===== src/rtl/core/fsm_pkg.sv =====
// Package for the first substring match block: sizes, command codes and the
// per-cell control struct. Used by fsm_cell and first_substring_match.
`default_nettype none

package fsm_pkg;

    // Number of pattern bytes the block can hold, one chain cell per byte.
    localparam int PATTERN_MAX = 32;
    // Width of a pattern index and of the rotation slot counter.
    localparam int IDX_W = $clog2(PATTERN_MAX);
    // Width of the pattern length register (must hold PATTERN_MAX itself).
    localparam int LEN_W = 6;
    // Width of the text position counter.
    localparam int POS_W = 32;
    localparam logic [POS_W-1:0] POS_MAX = '1;
    localparam logic [LEN_W-1:0] LEN_MAX = LEN_W'(PATTERN_MAX);

    // Request command codes.
    localparam logic [1:0] CMD_LOAD = 2'd0;
    localparam logic [1:0] CMD_TEXT = 2'd1;
    localparam logic [1:0] CMD_END  = 2'd2;

    // Control shared by every cell in the chain.
    typedef struct packed {
        logic shift;   // a text byte moves one cell down the window
        logic rotate;  // pattern bytes move one cell round the ring
    } t_cell_ctl;

endpackage

`default_nettype wire


===== src/rtl/core/fsm_cell.sv =====
// One cell of the match chain: one text window byte and one pattern byte.
// Depends on fsm_pkg for the control struct.
`default_nettype none

module fsm_cell (
    input  wire logic               i_clk,
    input  wire fsm_pkg::t_cell_ctl i_ctl,
    input  wire logic               i_load,
    input  wire logic [7:0]         i_load_byte,
    input  wire logic [7:0]         i_text_in,
    input  wire logic [7:0]         i_pat_in,
    output logic      [7:0]         o_text,
    output logic      [7:0]         o_pat,
    output logic                    o_eq
);

    logic [7:0] r_text;
    logic [7:0] r_pat;

    // Window byte: takes the neighbor's byte whenever a text byte arrives.
    always_ff @(posedge i_clk) begin
        if (i_ctl.shift) begin
            r_text <= i_text_in;
        end
    end

    // Pattern byte: written by a load, or passed along the ring on realignment.
    always_ff @(posedge i_clk) begin
        if (i_ctl.rotate) begin
            r_pat <= i_pat_in;
        end else if (i_load) begin
            r_pat <= i_load_byte;
        end
    end

    // Compare the byte this cell is about to hold against its pattern byte.
    assign o_eq   = (i_text_in == r_pat);
    assign o_text = r_text;
    assign o_pat  = r_pat;

endmodule

`default_nettype wire


===== src/rtl/core/first_substring_match.sv =====
// Top level of the first substring match block: a chain of fsm_cell instances,
// the text position counter, the pattern alignment ring control and the result register.
// Depends on fsm_pkg and fsm_cell.
`default_nettype none

// The block takes one request per clock cycle while it does not stall: pattern
// loads, text bytes and end-of-text requests each finish in the cycle they are
// accepted, and the result of an end-of-text request appears in the output
// register on the next cycle. Pattern bytes sit in a ring of cells ordered so
// that each cell lines up with a fixed window position for the current pattern
// length. After a write of pattern_length the ring turns one cell per cycle
// until it lines up again, and input requests stall while it turns. Input also
// stalls while a finished result waits and the output side stalls. Lengths
// above PATTERN_MAX act as PATTERN_MAX; an empty pattern reports found at
// position 0, and the position counter saturates.
module first_substring_match (
    input  wire logic                          i_clk,
    input  wire logic                          i_rst_n,
    // Input request channel.
    input  wire logic                          i_in_valid,
    output logic                               o_in_stall,
    input  wire logic [1:0]                    i_command,
    input  wire logic [fsm_pkg::IDX_W-1:0]     i_pattern_index,
    input  wire logic [7:0]                    i_byte_value,
    // Result channel.
    output logic                               o_out_valid,
    input  wire logic                          i_out_stall,
    output logic                               o_found,
    output logic      [fsm_pkg::POS_W-1:0]     o_match_position,
    // Configuration write channel (pattern_length).
    input  wire logic                          i_cfg_valid,
    output logic                               o_cfg_ready,
    input  wire logic [fsm_pkg::LEN_W-1:0]     i_cfg_data
);

    localparam int PM = fsm_pkg::PATTERN_MAX;

    logic [fsm_pkg::LEN_W-1:0] r_length;
    logic [fsm_pkg::IDX_W-1:0] r_align;
    logic [fsm_pkg::POS_W-1:0] r_bytes_seen;
    logic [fsm_pkg::POS_W-1:0] n_bytes_seen;
    logic                      r_match_seen;
    logic [fsm_pkg::POS_W-1:0] r_first_start;
    logic                      r_out_valid;
    logic                      r_found;
    logic [fsm_pkg::POS_W-1:0] r_match_position;

    logic [fsm_pkg::LEN_W-1:0] leff;
    logic [fsm_pkg::IDX_W-1:0] align_target;
    logic                      realign;
    logic                      out_free;
    logic                      accept;
    logic                      is_load;
    logic                      is_text;
    logic                      is_end;
    logic [fsm_pkg::IDX_W-1:0] wr_slot;
    logic [PM-1:0]             load_en;
    logic [PM-1:0]             mask;
    logic [PM-1:0]             eq;
    logic                      hit;
    fsm_pkg::t_cell_ctl        ctl;
    logic [7:0]                w_text [PM];
    logic [7:0]                w_pat  [PM];

    // Effective length and the ring alignment it needs (full length wraps to 0).
    assign leff         = (r_length > fsm_pkg::LEN_MAX) ? fsm_pkg::LEN_MAX : r_length;
    assign align_target = leff[fsm_pkg::IDX_W-1:0];
    assign realign      = (r_align != align_target);

    // Handshakes.
    assign out_free    = !r_out_valid || !i_out_stall;
    assign o_in_stall  = realign || !out_free;
    assign accept      = i_in_valid && !o_in_stall;
    assign o_cfg_ready = 1'b1;

    assign is_load = accept && (i_command == fsm_pkg::CMD_LOAD);
    assign is_text = accept && (i_command == fsm_pkg::CMD_TEXT);
    assign is_end  = accept && (i_command == fsm_pkg::CMD_END);

    // Cell control (shift, then rotate) and the one-hot write slot of a pattern load.
    assign ctl     = {is_text, realign};
    assign wr_slot = r_align - fsm_pkg::IDX_W'(1) - i_pattern_index;

    always_comb begin
        for (int k = 0; k < PM; k++) begin
            load_en[k] = is_load && (wr_slot == fsm_pkg::IDX_W'(k));
            mask[k]    = (fsm_pkg::LEN_W'(k) < leff);
        end
    end

    // The chain of cells: text moves toward higher cells, pattern turns round a ring.
    for (genvar k = 0; k < PM; k++) begin : g_cell
        fsm_cell u_cell (
            .i_clk       (i_clk),
            .i_ctl       (ctl),
            .i_load      (load_en[k]),
            .i_load_byte (i_byte_value),
            .i_text_in   ((k == 0) ? i_byte_value : w_text[(k + PM - 1) % PM]),
            .i_pat_in    (w_pat[(k + PM - 1) % PM]),
            .o_text      (w_text[k]),
            .o_pat       (w_pat[k]),
            .o_eq        (eq[k])
        );
    end

    // Saturating text position and the first-match test on the shifted window.
    assign n_bytes_seen = (r_bytes_seen == fsm_pkg::POS_MAX) ? r_bytes_seen
                                                             : r_bytes_seen + 1'b1;
    assign hit = is_text && !r_match_seen && (leff != '0)
              && (n_bytes_seen >= fsm_pkg::POS_W'(leff)) && (&(eq | ~mask));

    // Configuration register and ring alignment.
    always_ff @(posedge i_clk) begin
        if (!i_rst_n) begin
            r_length <= '0;
            r_align  <= '0;
        end else begin
            if (i_cfg_valid && o_cfg_ready) begin
                r_length <= i_cfg_data;
            end
            if (realign) begin
                r_align <= r_align + 1'b1;
            end
        end
    end

    // Text state: cleared by an end-of-text request.
    always_ff @(posedge i_clk) begin
        if (!i_rst_n) begin
            r_bytes_seen  <= '0;
            r_match_seen  <= 1'b0;
            r_first_start <= '0;
        end else if (is_end) begin
            r_bytes_seen  <= '0;
            r_match_seen  <= 1'b0;
            r_first_start <= '0;
        end else if (is_text) begin
            r_bytes_seen <= n_bytes_seen;
            if (hit) begin
                r_match_seen  <= 1'b1;
                r_first_start <= n_bytes_seen - fsm_pkg::POS_W'(leff);
            end
        end
    end

    // Result register.
    always_ff @(posedge i_clk) begin
        if (!i_rst_n) begin
            r_out_valid <= 1'b0;
        end else if (out_free) begin
            r_out_valid <= is_end;
        end
    end

    always_ff @(posedge i_clk) begin
        if (out_free && is_end) begin
            r_found          <= (leff == '0) || r_match_seen;
            r_match_position <= ((leff != '0) && r_match_seen) ? r_first_start : '0;
        end
    end

    assign o_out_valid      = r_out_valid;
    assign o_found          = r_found;
    assign o_match_position = r_match_position;

    // An accepted end-of-text request shows its result on the next cycle.
    a_end_gives_result: assert property (@(posedge i_clk) disable iff (!i_rst_n)
        (i_in_valid && !o_in_stall && (i_command == fsm_pkg::CMD_END)) |=> o_out_valid)
        else $error("end-of-text request gave no result");

    // A not-found result always reports position zero.
    a_not_found_zero: assert property (@(posedge i_clk) disable iff (!i_rst_n)
        (o_out_valid && !o_found) |-> (o_match_position == '0))
        else $error("not-found result with nonzero position");

    // A recorded match never starts beyond the bytes seen so far.
    a_start_in_range: assert property (@(posedge i_clk) disable iff (!i_rst_n)
        r_match_seen |-> (r_first_start <= r_bytes_seen))
        else $error("match start beyond text position");

    // No pattern load lands while the ring is turning.
    a_no_load_realign: assert property (@(posedge i_clk) disable iff (!i_rst_n)
        (r_align != align_target) |-> (load_en == '0))
        else $error("pattern load during realignment");

endmodule

`default_nettype wire


===== config.mk =====
export PLATFORM = sky130hd
export DESIGN_NAME = first_substring_match
export DESIGN_NICKNAME = d
export VERILOG_FILES = /design/src/rtl/core/fsm_pkg.sv /design/src/rtl/core/fsm_cell.sv /design/src/rtl/core/first_substring_match.sv
export SDC_FILE = /design/constraint.sdc
export NUM_CORES = 1
export LEC_CHECK = 0
export ABC_AREA = 1
export BUFFER_PORTS_ARGS = -buffer_cell sky130_fd_sc_hd__clkbuf_2
export CORE_MARGIN = 3
export CORE_UTILIZATION = 34
export CTS_CLUSTER_SIZE = 28
export DETAILED_ROUTE_END_ITERATION = 10
export GPL_ROUTABILITY_DRIVEN = 0
export HOLD_SLACK_MARGIN = 0.03
export SLEW_MARGIN = 15
export SYNTH_ARGS = -nofsm -noshare
export SYNTH_HDL_FRONTEND = slang
export SYNTH_SLANG_ARGS = --single-unit

===== constraint.sdc =====
create_clock -name i_clk -period 13.5 [get_ports i_clk]
set_input_delay 0.675 -clock i_clk [delete_from_list [all_inputs] [get_ports i_clk]]
set_output_delay 0.675 -clock i_clk [all_outputs]
set_load 0.03 [all_outputs]

======== Word-level counts from Yosys, hierarchy flattened ========
Cells that the tools add are included.
storage, ports and cells
  flip-flop bits (word level) ............. 614
  input port bits ......................... 26
operators by class
  $add $sub $neg .......................... 5
  magnitude comparators ................... 34
  equality and inequality tests ........... 67
  multiplexer cells ....................... 66
  bitwise operators ....................... 3
  reduce and logical (&&, ||, !) cells .... 89
operators with widths
  kind                                                                         number
  8-bit two-way mux                                                            64
  8-bit equality test                                                          32
  5-bit by 6-bit less-than comparator with 1-bit output, first input constant  16
  5-bit equality test, second input constant                                   16
  2-bit nonzero test                                                           32
  4-bit by 6-bit less-than comparator with 1-bit output, first input constant  8
  1-bit logical AND                                                            42
  5-bit by 4-bit equality test with 1-bit output, second input constant        8
  32-bit by 1-bit adder with 32-bit output, second input constant              1
  32-bit equality test, second input constant                                  1
  32-bit by 6-bit greater-or-equal comparator with 1-bit output                1
  32-bit two-way mux                                                           1
  32-bit NOT                                                                   1
  32-bit bitwise OR                                                            1
  32-bit AND reduction                                                         1
  32-bit by 6-bit subtractor with 32-bit output                                1
  3-bit by 6-bit less-than comparator with 1-bit output, first input constant  4
  5-bit by 3-bit equality test with 1-bit output, second input constant        4
  1-bit by 6-bit less-than comparator with 1-bit output, first input constant  2
  2-bit by 6-bit less-than comparator with 1-bit output, first input constant  2
  5-bit by 2-bit equality test with 1-bit output, second input constant        2
  6-bit greater-than comparator, second input constant                         1
  6-bit logical NOT                                                            1
  6-bit two-way mux                                                            1
  15 further kinds                                                             21

======== Longest topological paths before layout ========
Gate-level depths: netlist (run 1).
  word-level depth ........................ 12
  depth in mapped cells ................... 29
  mapped depth without buffers ............ 26

======== By module ========
From an unflattened synthesis (run 1), not the netlist that was laid out.
unflattened totals
  cell total of the unflattened synthesis .. 4,008
  area, all modules ....................... 31,715.4 µm²
modules (own cells, without submodules)
  module                 instances  cells each  area an instance (µm²)  seq. area each (µm²)
  fsm_cell               32         87          750.7                   480.5
  first_substring_match  1          1,224       7,692.4                 2,532.4

======== Worst setup path after synthesis (run 1) ========
OpenSTA, ideal clock, no wires.
  path type ............................... reg2reg
  start point ............................. register r_length[5] (netlist name)
  end point ............................... register r_bytes_seen[28] (netlist name)
  setup time .............................. 0.120 ns
  arrival ................................. 12.446 ns
  required time ........................... 13.380 ns
  path slack .............................. 0.934 ns
  cell stages (with the launch flop) ...... 13
  path through ............................ dfxtp_1 inv_4 nand2_2 xor2_1 nor2_1 nand4_4 nor2_4 nand2_2 nor3_2 inv_1 clkbuf_1 o21ai_0 a21oi_1
on the way
  elaborated cells between the ends (all ways) .. 9
  those cells by class .................... 1 x order compare; 1 x eq/ne; 1 x mux; 6 x reduce/logical
RTL lines
  what                           line                          text
  start, declared                first_substring_match.sv:38   logic [fsm_pkg::LEN_W-1:0] r_length;
  start signal, assigned         first_substring_match.sv:119  r_length <= i_cfg_data;
  6-bit greater-than comparator  first_substring_match.sv:66   assign leff = (r_length > fsm_pkg::LEN_MAX) ? fsm_pkg::LEN_MAX : r_length;
  6-bit two-way mux              first_substring_match.sv:66
  5-bit inequality test          first_substring_match.sv:68   assign realign = (r_align != align_target);
  1-bit logical OR               first_substring_match.sv:72   assign o_in_stall = realign || !out_free;
  1-bit logical NOT              first_substring_match.sv:73   assign accept = i_in_valid && !o_in_stall;
  1-bit logical AND              first_substring_match.sv:73
  1-bit logical AND              first_substring_match.sv:77   assign is_text = accept && (i_command == fsm_pkg::CMD_TEXT);
  named net is_text              first_substring_match.sv:54   logic is_text;
  end signal, assigned           first_substring_match.sv:138  r_bytes_seen <= n_bytes_seen;
  end, declared                  first_substring_match.sv:40   logic [fsm_pkg::POS_W-1:0] r_bytes_seen;
The timed path passes the listed nets, and every way through them passes these cells.
A chain may end at the register's enable or synchronous reset.

======== Worst setup path in the final report (run 1) ========
  start point ............................. register r_bytes_seen[0] (netlist name)
  end point ............................... register r_first_start[18] (netlist name)
on the way
  word-level cells in the longest chain between the ends .. 6
  elaborated cells between the ends (all ways) .. 8
  those cells by class .................... 2 x add/sub; 1 x order compare; 1 x eq/ne; 1 x mux; 3 x reduce/logical
ends and longest elaborated chain
  what                                                                              line                                                        text
  32-bit by 1-bit adder with 32-bit output or 32-bit equality test (tied branches)  first_substring_match.sv:108, first_substring_match.sv:107
  32-bit two-way mux *                                                              first_substring_match.sv:107                                assign n_bytes_seen = (r_bytes_seen == fsm_pkg::POS_MAX) ? r_bytes_seen
  32-bit by 6-bit greater-or-equal comparator with 1-bit output                     first_substring_match.sv:110                                && (n_bytes_seen >= fsm_pkg::POS_W'(leff)) && (&(eq | ~mask));
  1-bit logical AND (2 in series)                                                   first_substring_match.sv:110
  2-bit AND reduction (no line)                                                     -
  end signal, assigned                                                              first_substring_match.sv:141                                r_first_start <= n_bytes_seen - fsm_pkg::POS_W'(leff);
  end, declared                                                                     first_substring_match.sv:43                                 logic [fsm_pkg::POS_W-1:0] r_first_start;
Every way passes the cells marked *; elsewhere a longest branch is shown, timed or not.

==> impl_metrics.py, run 1 <==
metrics = {
    "status": {
        "status": "finished clean",
    },
    "yosys": {
        "ys_ff_latch": 614,
        "synthMuxAreaShare_pct": 0,
        "avgSynthCellArea_sq_um": 9.93,
        "synth_top_family_by_area": "simple AND/OR/NAND/NOR gates",
        "async_flop_share_pct": 0,
        "synth_ff_type": "edfxtp_1",
        "synth_compound_area_share_pct": 3.66,
        "synth_fa_ha_area_share_pct": 0.672,
        "synth_cell_types": 44,
        "synth_warnings": 0,
        "syn_inst": 2852,
        "synth_fp_nets": 2892,
        "synthSimpleGateAreaFrac_pct": 21.1,
        "synth_xor_area_share_pct": 7.57,
        "syn_area_sq_um": 28300,
        "synth_edf_count": 537,
        "yosysSeqAreaShare_pct": 62.4,
    },
    "die": {
        "rows": 105,
        "core-area_sq_um": 82200,
        "io_pins": 62,
        "die_area_sq_um": 86800,
        "die_x_microns": 295,
        "start_util_pct": 34.4,
        "die_h_microns": 295,
    },
    "setup_path": {
        "path_max_fanout": 44,
        "crit_path_cell_trace": "ha_1 > nand2_1 > nor2_4 > nand2_2 > nor2_4 > nand2_4 > xor2_1 > ha_1 > inv_1 > fa_1 > a21oi_1 > inv_1 > nor2_1 > nand3_1 > inv_1 > nand3_4 > nand3_4 > inv_2 > nor2_1 > nor2_1",
        "crit_type": "reg -> reg",
        "critical_path_depth": 20,
        "worstSetupEndpointType": "register",
        "cp_data_arrival_time_ps": 4990,
        "critPathLaunchType": "register",
        "slowest_delay_ps": 470,
        "path_buf_inv": 4,
        "cp_slowest_cell": "dfxtp_1",
        "cp.required_ps": 13990,
        "path_delay_family": "simple AND/OR/NAND/NOR gates",
        "reg2regPathDepth": 20,
        "r2r-start": "r_bytes_seen[0]$_SDFFE_PP0P_",
        "cp-startpoint": "r_bytes_seen[0]$_SDFFE_PP0P_",
    },
    "drt": {
        "first_pass_iters": 6,
        "routed_via_density": 4.81,
        "drtIter0Drc": 1540,
        "routed-via-count": 19500,
        "ant_nets": 0,
        "drt_wl_total_microns": 68800,
        "drc": 0,
        "routedWlPerCell_microns": 17.0,
    },
    "hold_path": {
        "hold_class": "in -> reg",
        "hold_depth": 1,
        "hp-start": "i_byte_value[0]",
    },
    "flow_run": {
        "max_cap_violations": 0,
    },
    "timing": {
        "setup_violations": 0,
        "worst_slack_ps": 9010,
        "setup_tns_ps": 0,
        "fmax_mhz": 223,
        "fin_crit_ps": 4490,
        "hold_violations": 0,
        "tightest_slew_ps": 1150,
        "clock_skew_ps": 25.6,
        "max_slew_margin_pct": 22.6,
        "rsz0062_at_grt": "false",
        "slew_violations": 0,
        "period_share_pct": 33.3,
    },
    "final_layout": {
        "multi_input_area_sq_um": 9350,
        "mostFrequentLayoutCell": "nand2_1",
        "final_cells": 4049,
        "mostFrequentLayoutCells": "nand2_1 (994), edfxtp_1 (537), nor2_1 (263)",
        "seqCellArea_sq_um": 17700,
        "drive_above_1_share_pct": 8.29,
        "nFillCells": 8088,
        "area.growth.synth_to_final_pct": 13.0,
        "num-nets-final": 2966,
        "diodes": 0,
    },
    "power": {
        "irDropWorstVdd_mv": 0.144,
        "p_int_w": 0.00441,
        "p_seq_share_pct": 47.0,
        "power.density_nw_per_um2": 203,
        "p_clk_share_pct": 28.3,
        "netSwitchingFraction_pct": 32.1,
        "combPwrFrac_pct": 24.6,
        "finalPower_w": 0.00649,
        "netSwitchingPower_w": 0.00208,
        "p_leak_nw": 12.7,
    },
    "clock_tree": {
        "cts_resized": 0,
        "cts_made_buffers": 68,
        "cts_setup_buffers": 0,
        "insertion_delay_ps": 610,
        "clk_path_buf_depth": 3,
        "cts_tree": "done",
        "root_buffer": "clkbuf_16",
        "cts_hold_buffers": 0,
        "clk_pin_slew_worst_paths_ps": 60,
        "cts-htree-levels": 3,
        "clock_sinks": 614,
    },
    "global_route": {
        "antenna_found_initial": 1,
        "grtUsageTotal_pct": 16.0,
        "grt_pass1_vias": 19000,
        "grt_max_degree": 218,
        "grt_pass1_wl_microns": 109000,
        "overflow": 0,
    },
    "placement": {
        "io_buffers": 60,
        "pre_cts_ws_ps": 9010,
        "dp_cells": 3925,
        "dp_hpwl_microns": 46600,
    },
}
state kept, by name, summed over array words and instances, names as in the netlist:
name and flops:
r_length 6, o_match_position 32, g_cell.u_cell.o_text 248, r_align 5, r_first_start 32, r_bytes_seen 32, o_found 1, o_out_valid 1
r_match_seen 1, g_cell.u_cell.o_pat 256
path summary, 6_finish.rpt:
check	slack (ps)	end
setup reg to reg	9010	r_first_start[18]$_SDFFE_PP0P_
hold / removal	300	g_cell[0].u_cell.o_text[0]$_DFFE_PP_
setup / recovery	9010	r_first_start[18]$_SDFFE_PP0P_
hold reg to reg	460	r_first_start[2]$_SDFFE_PP0P_
through the flow:
| stage | hold WS (ps) | util [%] | instance area [sq um] |
|---|---|---|---|
| detailed placement | 454 | 36.3 | 29800 |
| global placement | 449 | 36.2 | 29800 |
| finish | 300 | 38.9 | 32000 |
| CTS | 269 | 38.9 | 32000 |
| global route | 281 | 38.9 | 32000 |
| floorplan | 439 | - | 28300 |
worst register-to-register path: cells and delay by family (launching register included):
family                   cells  cell delay (ps)
AND/OR/NAND/NOR             11             2010
adder cells (fa/ha/maj)      3              940
flip-flops                   1              470
buffers and inverters        4              350
XOR/XNOR                     1              320
AO/OA/AOI/OAI                1              320
metal layers:
metal	GRT usage [%]	wire, microns	part of all wire (%)
met5	0	8	0.012
met4	3.96	1450	2.1
met3	2.40	3990	5.8
met2	25.1	30900	45
met1	23.2	32500	47
Yosys cell counts (all sizes together), types with 10 or more instances:
cell type,n,area share [%]
a21oi,74,1.3
clkbuf,57,0.76
ha,12,0.53
dfxtp,77,5.4
nor3,10,0.25
buf,29,0.63
nand2,1003,13
edfxtp,537,57
inv,239,3.2
nand4,45,1.0
nand3,93,1.8
xor2,30,0.95
o21ai,121,2.1
nor2,282,4.2
or2,11,0.24
xnor2,214,6.6
cells by family after synthesis:
family / count (synthesis)
and+or+nand+nor: 1449
DFF: 614
buffers and inverters: 327
xor gates and xnor gates: 244
AOI/OAI and AO/OA: 203
adders and majority gates: 14
other: 1
area by class of cell:
class                   count  area share [%]
inverters                 241            2.86
flip-flops and latches    614            55.2
clock inverters            39            1.21
well taps                1070            4.18
repair buffers             90            1.74
multi-input cells        1911            29.2
clock buffers              84            5.60
power by group through the flow:
stage	clock network (W)	registers [W]	logic [W]
5_1_grt	0.00195	0.00311	0.00183
3_5_place_dp	0	0.00309	0.00159
4_1_cts	0.00188	0.00306	0.00161
3_3_place_gp	0	0.00309	0.00158
6_report	0.00184	0.00305	0.00160
2_1_floorplan	0	0.00302	0.00119
No activity file was read; power rests on OpenSTA's default activity.
==> run 2, diff against run 1 <==
ABC_AREA = 0   (was 1)
clock period = 4.7 ns   (was 13.5 ns; I/O delays follow)
==> impl_metrics.py, run 2 <==
metrics = {
    "global_route": {
        "antenna_found_initial": 1,
        "grtUsageTotal_pct": 15.5,
        "grt_pass1_vias": 16800,
        "overflow": 0,
        "grt_max_degree": 191,
        "grt_pass1_wl_microns": 99600,
    },
    "timing": {
        "max_slew_margin_pct": 31.2,
        "holdWs_ps": 73.1,
        "rsz0062_at_grt": "false",
        "hold_violations": 0,
        "tightest_slew_ps": 1030,
        "setup_violations": 0,
        "slew_violations": 0,
        "clock_skew_ps": 32.1,
        "period_share_pct": 94.1,
        "fmax_mhz": 226,
        "fin_crit_ps": 4420,
        "setup_tns_ps": 0,
    },
    "drt": {
        "met3WireLength_microns": 4510,
        "ant_nets": 0,
        "drtIter0Drc": 1495,
        "routed-via-count": 16700,
        "drc": 0,
        "top_layer": "met4",
        "route.met2.wl_microns": 29200,
        "routedWlPerCell_microns": 20.0,
        "routed_via_density": 5.16,
        "drt_wl_total_microns": 64800,
        "met1_length_microns": 29200,
        "first_pass_iters": 5,
    },
    "placement": {
        "io_buffers": 60,
        "dp_cells": 3090,
        "dp_hpwl_microns": 43700,
    },
    "power": {
        "combPwrFrac_pct": 20.7,
        "power.density_nw_per_um2": 565,
        "p_clk_share_pct": 30.3,
        "irDropWorstVdd_mv": 0.376,
        "p_int_w": 0.0127,
        "p_leak_nw": 12.1,
        "p_seq_share_pct": 49.0,
        "netSwitchingFraction_pct": 28.5,
        "netSwitchingPower_w": 0.00508,
    },
    "clock_tree": {
        "cts_tree": "done",
        "clk_pin_slew_worst_paths_ps": 60,
        "cts_made_buffers": 68,
        "clk_path_buf_depth": 3,
        "insertion_delay_ps": 610,
        "cts-htree-levels": 3,
        "root_buffer": "clkbuf_16",
        "clock_sinks": 614,
    },
    "setup_path": {
        "crit_type": "reg -> reg",
        "cp-startpoint": "r_bytes_seen[12]$_SDFFE_PP0P_",
        "slowest_delay_ps": 400,
        "cp_data_arrival_time_ps": 4960,
        "cp_slowest_cell": "dfxtp_2",
        "critPathLaunchType": "register",
        "r2r-start": "r_bytes_seen[12]$_SDFFE_PP0P_",
        "path_max_fanout": 8,
        "worstSetupEndpointType": "register",
        "cp.required_ps": 5240,
        "crit_path_cell_trace": "nand4_1 > buf_4 > nor2_1 > and4_1 > nand2_1 > nand2_1 > ha_1 > nor2b_1 > o21a_1 > o21ai_0 > nor4b_1 > o32ai_1 > buf_4 > nor3_2 > nand4_1 > xor2_1 > mux2_1 > nor2_1",
    },
    "yosys": {
        "synth_edf_count": 537,
        "synth_ff_type": "edfxtp_1",
        "synth_fp_nets": 2047,
        "async_flop_share_pct": 0,
        "synth_warnings": 0,
        "ys_top_cells_by_area": "edfxtp_1 (59%), a21o_1 (7.2%), xnor2_1 (7.0%)",
        "syn_area_sq_um": 27200,
        "yosysSeqAreaShare_pct": 65.0,
        "avgSynthCellArea_sq_um": 13.5,
        "synth_most_common_cell": "edfxtp_1",
        "synth_top_area_share_pct": 59.3,
        "synth_cell_types": 82,
        "yosysTopAreaCell": "edfxtp_1",
        "ys_ff_latch": 614,
        "syn_inst": 2007,
        "synthTopCellsByCount": "edfxtp_1 (537), a21o_1 (262), xnor2_1 (216), xor2_1 (111), nor2_1 (90)",
    },
    "die": {
        "io_pins": 62,
        "die_x_microns": 289,
        "rows": 103,
        "core-area_sq_um": 79100,
        "die_area_sq_um": 83400,
        "die_h_microns": 289,
        "start_util_pct": 34.4,
    },
    "hold_path": {
        "hp-start": "i_in_valid",
        "hold_class": "in -> reg",
    },
    "final_layout": {
        "utilization_pct": 39.8,
        "final_cells": 3235,
        "mostFrequentLayoutCell": "edfxtp_1",
        "num-nets-final": 2168,
        "drive_above_1_share_pct": 13.6,
        "seqCellArea_sq_um": 17700,
        "mostFrequentLayoutCells": "edfxtp_1 (537), a21o_1 (262), xnor2_1 (216)",
        "largest_reg_flops": 256,
        "multi_input_area_sq_um": 8970,
        "area.growth.synth_to_final_pct": 15.9,
        "nFillCells": 7383,
    },
    "status": {
        "status": "finished clean",
    },
    "flow_run": {
        "max_cap_violations": 0,
    },
}
run 2: area by class of cell:
cell class / instances / share of cell area (%)
inverter: 24 / 0.310
timing repair buffer: 164 / 3.75
tap: 1050 / 4.17
sequential: 614 / 56.1
multi-input combinational: 1256 / 28.5
clock buffer: 90 / 6.06
antenna: 1 / 0.00794
clock inverter: 36 / 1.11
run 2: path summary, 6_finish.rpt:
check | to | slack, ps | depth (start not counted)
worst max-delay path | r_first_start[21]$_SDFFE_PP0P_ | 280 | 18
worst min-delay path | o_out_valid$_SDFFE_PN0P_ | 70 | 3
worst max register to register | r_first_start[21]$_SDFFE_PP0P_ | 280 | 18
worst min register to register | g_cell[24].u_cell.o_text[7]$_DFFE_PP_ | 460 | 0
run 2: power groups by stage:
| stage | clock network, W | logic, W | registers (W) |
|---|---|---|---|
| 6_report | 0.00539 | 0.00369 | 0.00873 |
| 5_1_grt | 0.00571 | 0.00406 | 0.00888 |
| 4_1_cts | 0.00550 | 0.00374 | 0.00873 |
| 3_5_place_dp | 0 | 0.00369 | 0.00881 |
| 3_3_place_gp | 0 | 0.00365 | 0.00879 |
| 2_1_floorplan | 0 | 0.00265 | 0.00855 |
run 2: stage by stage:
| stage | power (W) | worst slack, ps | cell area [sq um] |
|---|---|---|---|
| after global placement | 0.0124 | 241 | 29000 |
| after CTS | 0.0180 | 122 | 31400 |
| final | 0.0178 | 276 | 31500 |
| after detailed placement | 0.0125 | 123 | 29000 |
| after floorplan | 0.0112 | 525 | 27200 |
| after global routing | 0.0187 | 47.1 | 31500 |
run 2: worst max-delay path: cells and delay by family, from the launching register on:
family / cells / cell delay [ps]
muxes: 1 / 280
and+or+nand+nor: 10 / 2190
xor gates and xnor gates: 1 / 180
adders and majority gates: 1 / 260
DFF: 1 / 400
AOI/OAI and AO/OA: 3 / 580
buffers and inverters: 2 / 430
run 2: kinds of logic after synthesis:
group	Yosys count	synth area share [%]
AOI/OAI and AO/OA	418	10.7
xor gates and xnor gates	327	10.5
adders and majority gates	15	0.736
buffers and inverters	137	2.19
DFF	614	65.0
muxes	35	1.30
other	1	0.0138
and+or+nand+nor	460	9.50
run 2: routing by layer:
layer  track usage [%]  vias up
met5                 0        -
li1                  -     7666
met1              22.0     8353
met3              3.14      108
met4              4.81        0
met2              23.8      551
run 2: repair_timing:
item / in CTS / in global routing
hold endpoints to repair: 15 / 0
endpoints found under the setup margin: 0 / 33
gates resized for setup: 0 / 17
buffers inserted: 0 / 3
hold buffers: 15 / 0
==> run 3, diff against run 2 <==
--- a/config.mk
+++ b/config.mk
@@ -15,2 +15,3 @@
 export HOLD_SLACK_MARGIN = 0.03
+export SKIP_LAST_GASP = 1
 export SLEW_MARGIN = 15
==> constraint.sdc (replaced) <==
create_clock -name i_clk -period 5.5 [get_ports i_clk]
set_input_delay 0.275 -clock i_clk [delete_from_list [all_inputs] [get_ports i_clk]]
set_output_delay 0.275 -clock i_clk [all_outputs]
set_load 0.1 [all_outputs]
==> impl_metrics.py, run 3 (synthesis results as in run 2) <==
metrics = {
    "setup_path": {
        "crit_type": "reg -> reg",
        "slowest_delay_ps": 480,
        "path_max_fanout": 30,
        "cp_slowest_cell": "fa_1",
        "path_buf_inv": 2,
        "path_delay_family": "simple AND/OR/NAND/NOR gates",
        "crit_path_cell_trace": "ha_1 > nand3_2 > nor3_2 > nand3_1 > buf_4 > nand2_1 > nand2_1 > fa_1 > a21o_1 > a21oi_1 > o21ai_0 > o21bai_1 > nor3_1 > and4_1 > nand4_2 > nand2_8 > buf_4 > mux2i_1 > nor2_1",
        "cp.required_ps": 5980,
        "worstSetupEndpointType": "register",
        "critPathLaunchType": "register",
        "cp_data_arrival_time_ps": 5530,
    },
    "timing": {
        "hold_violations": 0,
        "clock_skew_ps": 26.0,
        "fin_crit_ps": 5050,
        "rsz0062_at_grt": "false",
        "setup_violations": 0,
        "max_slew_margin_pct": 15.6,
        "tightest_slew_ps": 1270,
        "slew_violations": 0,
        "fmax_mhz": 198,
        "period_share_pct": 91.8,
        "setup_tns_ps": 0,
    },
    "die": {
        "die_x_microns": 289,
        "die_area_sq_um": 83400,
        "die_h_microns": 289,
        "start_util_pct": 34.4,
        "rows": 103,
        "io_pins": 62,
        "core-area_sq_um": 79100,
    },
    "drt": {
        "drc": 0,
        "drt_wl_total_microns": 64900,
        "routed_via_density": 5.16,
        "ant_nets": 0,
        "routedWlPerCell_microns": 20.3,
        "routed-via-count": 16500,
        "drtIter0Drc": 1483,
        "first_pass_iters": 5,
    },
    "clock_tree": {
        "clock_sinks": 614,
        "clk_path_buf_depth": 3,
        "cts-htree-levels": 3,
        "cts_setup_buffers": 0,
        "root_buffer": "clkbuf_16",
        "clk_pin_slew_worst_paths_ps": 60,
        "insertion_delay_ps": 600,
        "cts_tree": "done",
        "cts_made_buffers": 66,
    },
    "power": {
        "p_leak_nw": 11.9,
        "power.density_nw_per_um2": 482,
        "finalPower_w": 0.0150,
        "irDropWorstVdd_mv": 0.214,
    },
    "flow_run": {
        "max_cap_violations": 0,
    },
    "final_layout": {
        "mostFrequentLayoutCell": "edfxtp_1",
        "mostFrequentLayoutCells": "edfxtp_1 (537), a21o_1 (262), xnor2_1 (216)",
        "largest_reg_flops": 256,
        "drive_above_1_share_pct": 12.1,
        "area.growth.synth_to_final_pct": 14.3,
        "utilization_pct": 39.2,
        "diodes": 0,
        "num-nets-final": 2141,
    },
    "global_route": {
        "overflow": 0,
        "grtUsageTotal_pct": 15.6,
        "grt_pass1_wl_microns": 100000,
        "grt_max_degree": 189,
        "antenna_found_initial": 0,
        "grt_pass1_vias": 16800,
    },
    "placement": {
        "io_buffers": 60,
        "dp_hpwl_microns": 44100,
    },
    "hold_path": {
        "hold_class": "in -> reg",
    },
    "status": {
        "status": "finished clean",
    },
}
## run 3: cell types whose count changed in the layout (fill, tap and decap cells not counted), sizes merged
cell,before,now
diode,1,0
clkbuf,150,140
bufinv,6,4
clkinv,22,28
buf,89,64
inv,27,28
clkinvlp,5,2
## run 3: cell type report
type | instances | area, sq um
clock buffers | 80 | 1770
clock inverters | 38 | 309
fillers | 7435 | 48100
inverters | 24 | 97.6
multi-input cells | 1256 | 8960
flip-flops and latches | 614 | 17700
well taps | 1050 | 1310
repair buffers | 139 | 943
## run 3: worst reg2reg max path, cell delays in order (launching register included)
cell and delay (ps):
dfxtp_1 450, ha_1 330, nand3_2 210, nor3_2 290, nand3_1 210, buf_4 230
nand2_1 70, nand2_1 110, fa_1 480, a21o_1 180, a21oi_1 210, o21ai_0 140
o21bai_1 230, nor3_1 470, and4_1 370, nand4_2 180, nand2_8 290, buf_4 230
mux2i_1 190, nor2_1 50
## run 3: metrics by stage
stage	area [sq um]	std cells	worst slack, ps	hold WS, ps
after floorplan	27200	2007	66.4	374
after global placement	28800	3068	499	433
after detailed placement	28800	3068	386	451
after CTS	31000	3201	331	57.1
after global routing	31100	3201	80.8	111
final	31100	3201	451	87.1
## run 3: metal layers
layer	up-vias	share of wire (%)	global-route usage, %
met3	104	5.9	3.18
met2	509	46	24.5
li1	7597	-	-
met5	-	0	0
met4	0	2.7	4.56
met1	8305	45	21.7
## run 3: path summary, 6_finish.rpt
path	slack, ps	depth (start not counted)	start	to
hold reg to reg	450	2	r_first_start[26]$_SDFFE_PP0P_	r_first_start[26]$_SDFFE_PP0P_
hold / removal	90	3	i_in_valid	o_out_valid$_SDFFE_PN0P_
setup / recovery	450	19	r_bytes_seen[0]$_SDFFE_PP0P_	r_first_start[27]$_SDFFE_PP0P_
setup reg to reg	450	19	r_bytes_seen[0]$_SDFFE_PP0P_	r_first_start[27]$_SDFFE_PP0P_
## run 3: where the power goes
part           total [W]  internal [W]  switching [W]  leakage (nW)
Combinational    0.00320       0.00148        0.00172          5.05
Sequential       0.00746       0.00664       0.000819          5.82
Clock            0.00432       0.00249        0.00183          1.03
## run 3: repair_timing
action                                  4_1_cts  5_1_grt
hold buffers                                 15        0
endpoints found under the setup margin        0       15
gates resized for setup                       0        2
endpoints found under the hold margin        15        0
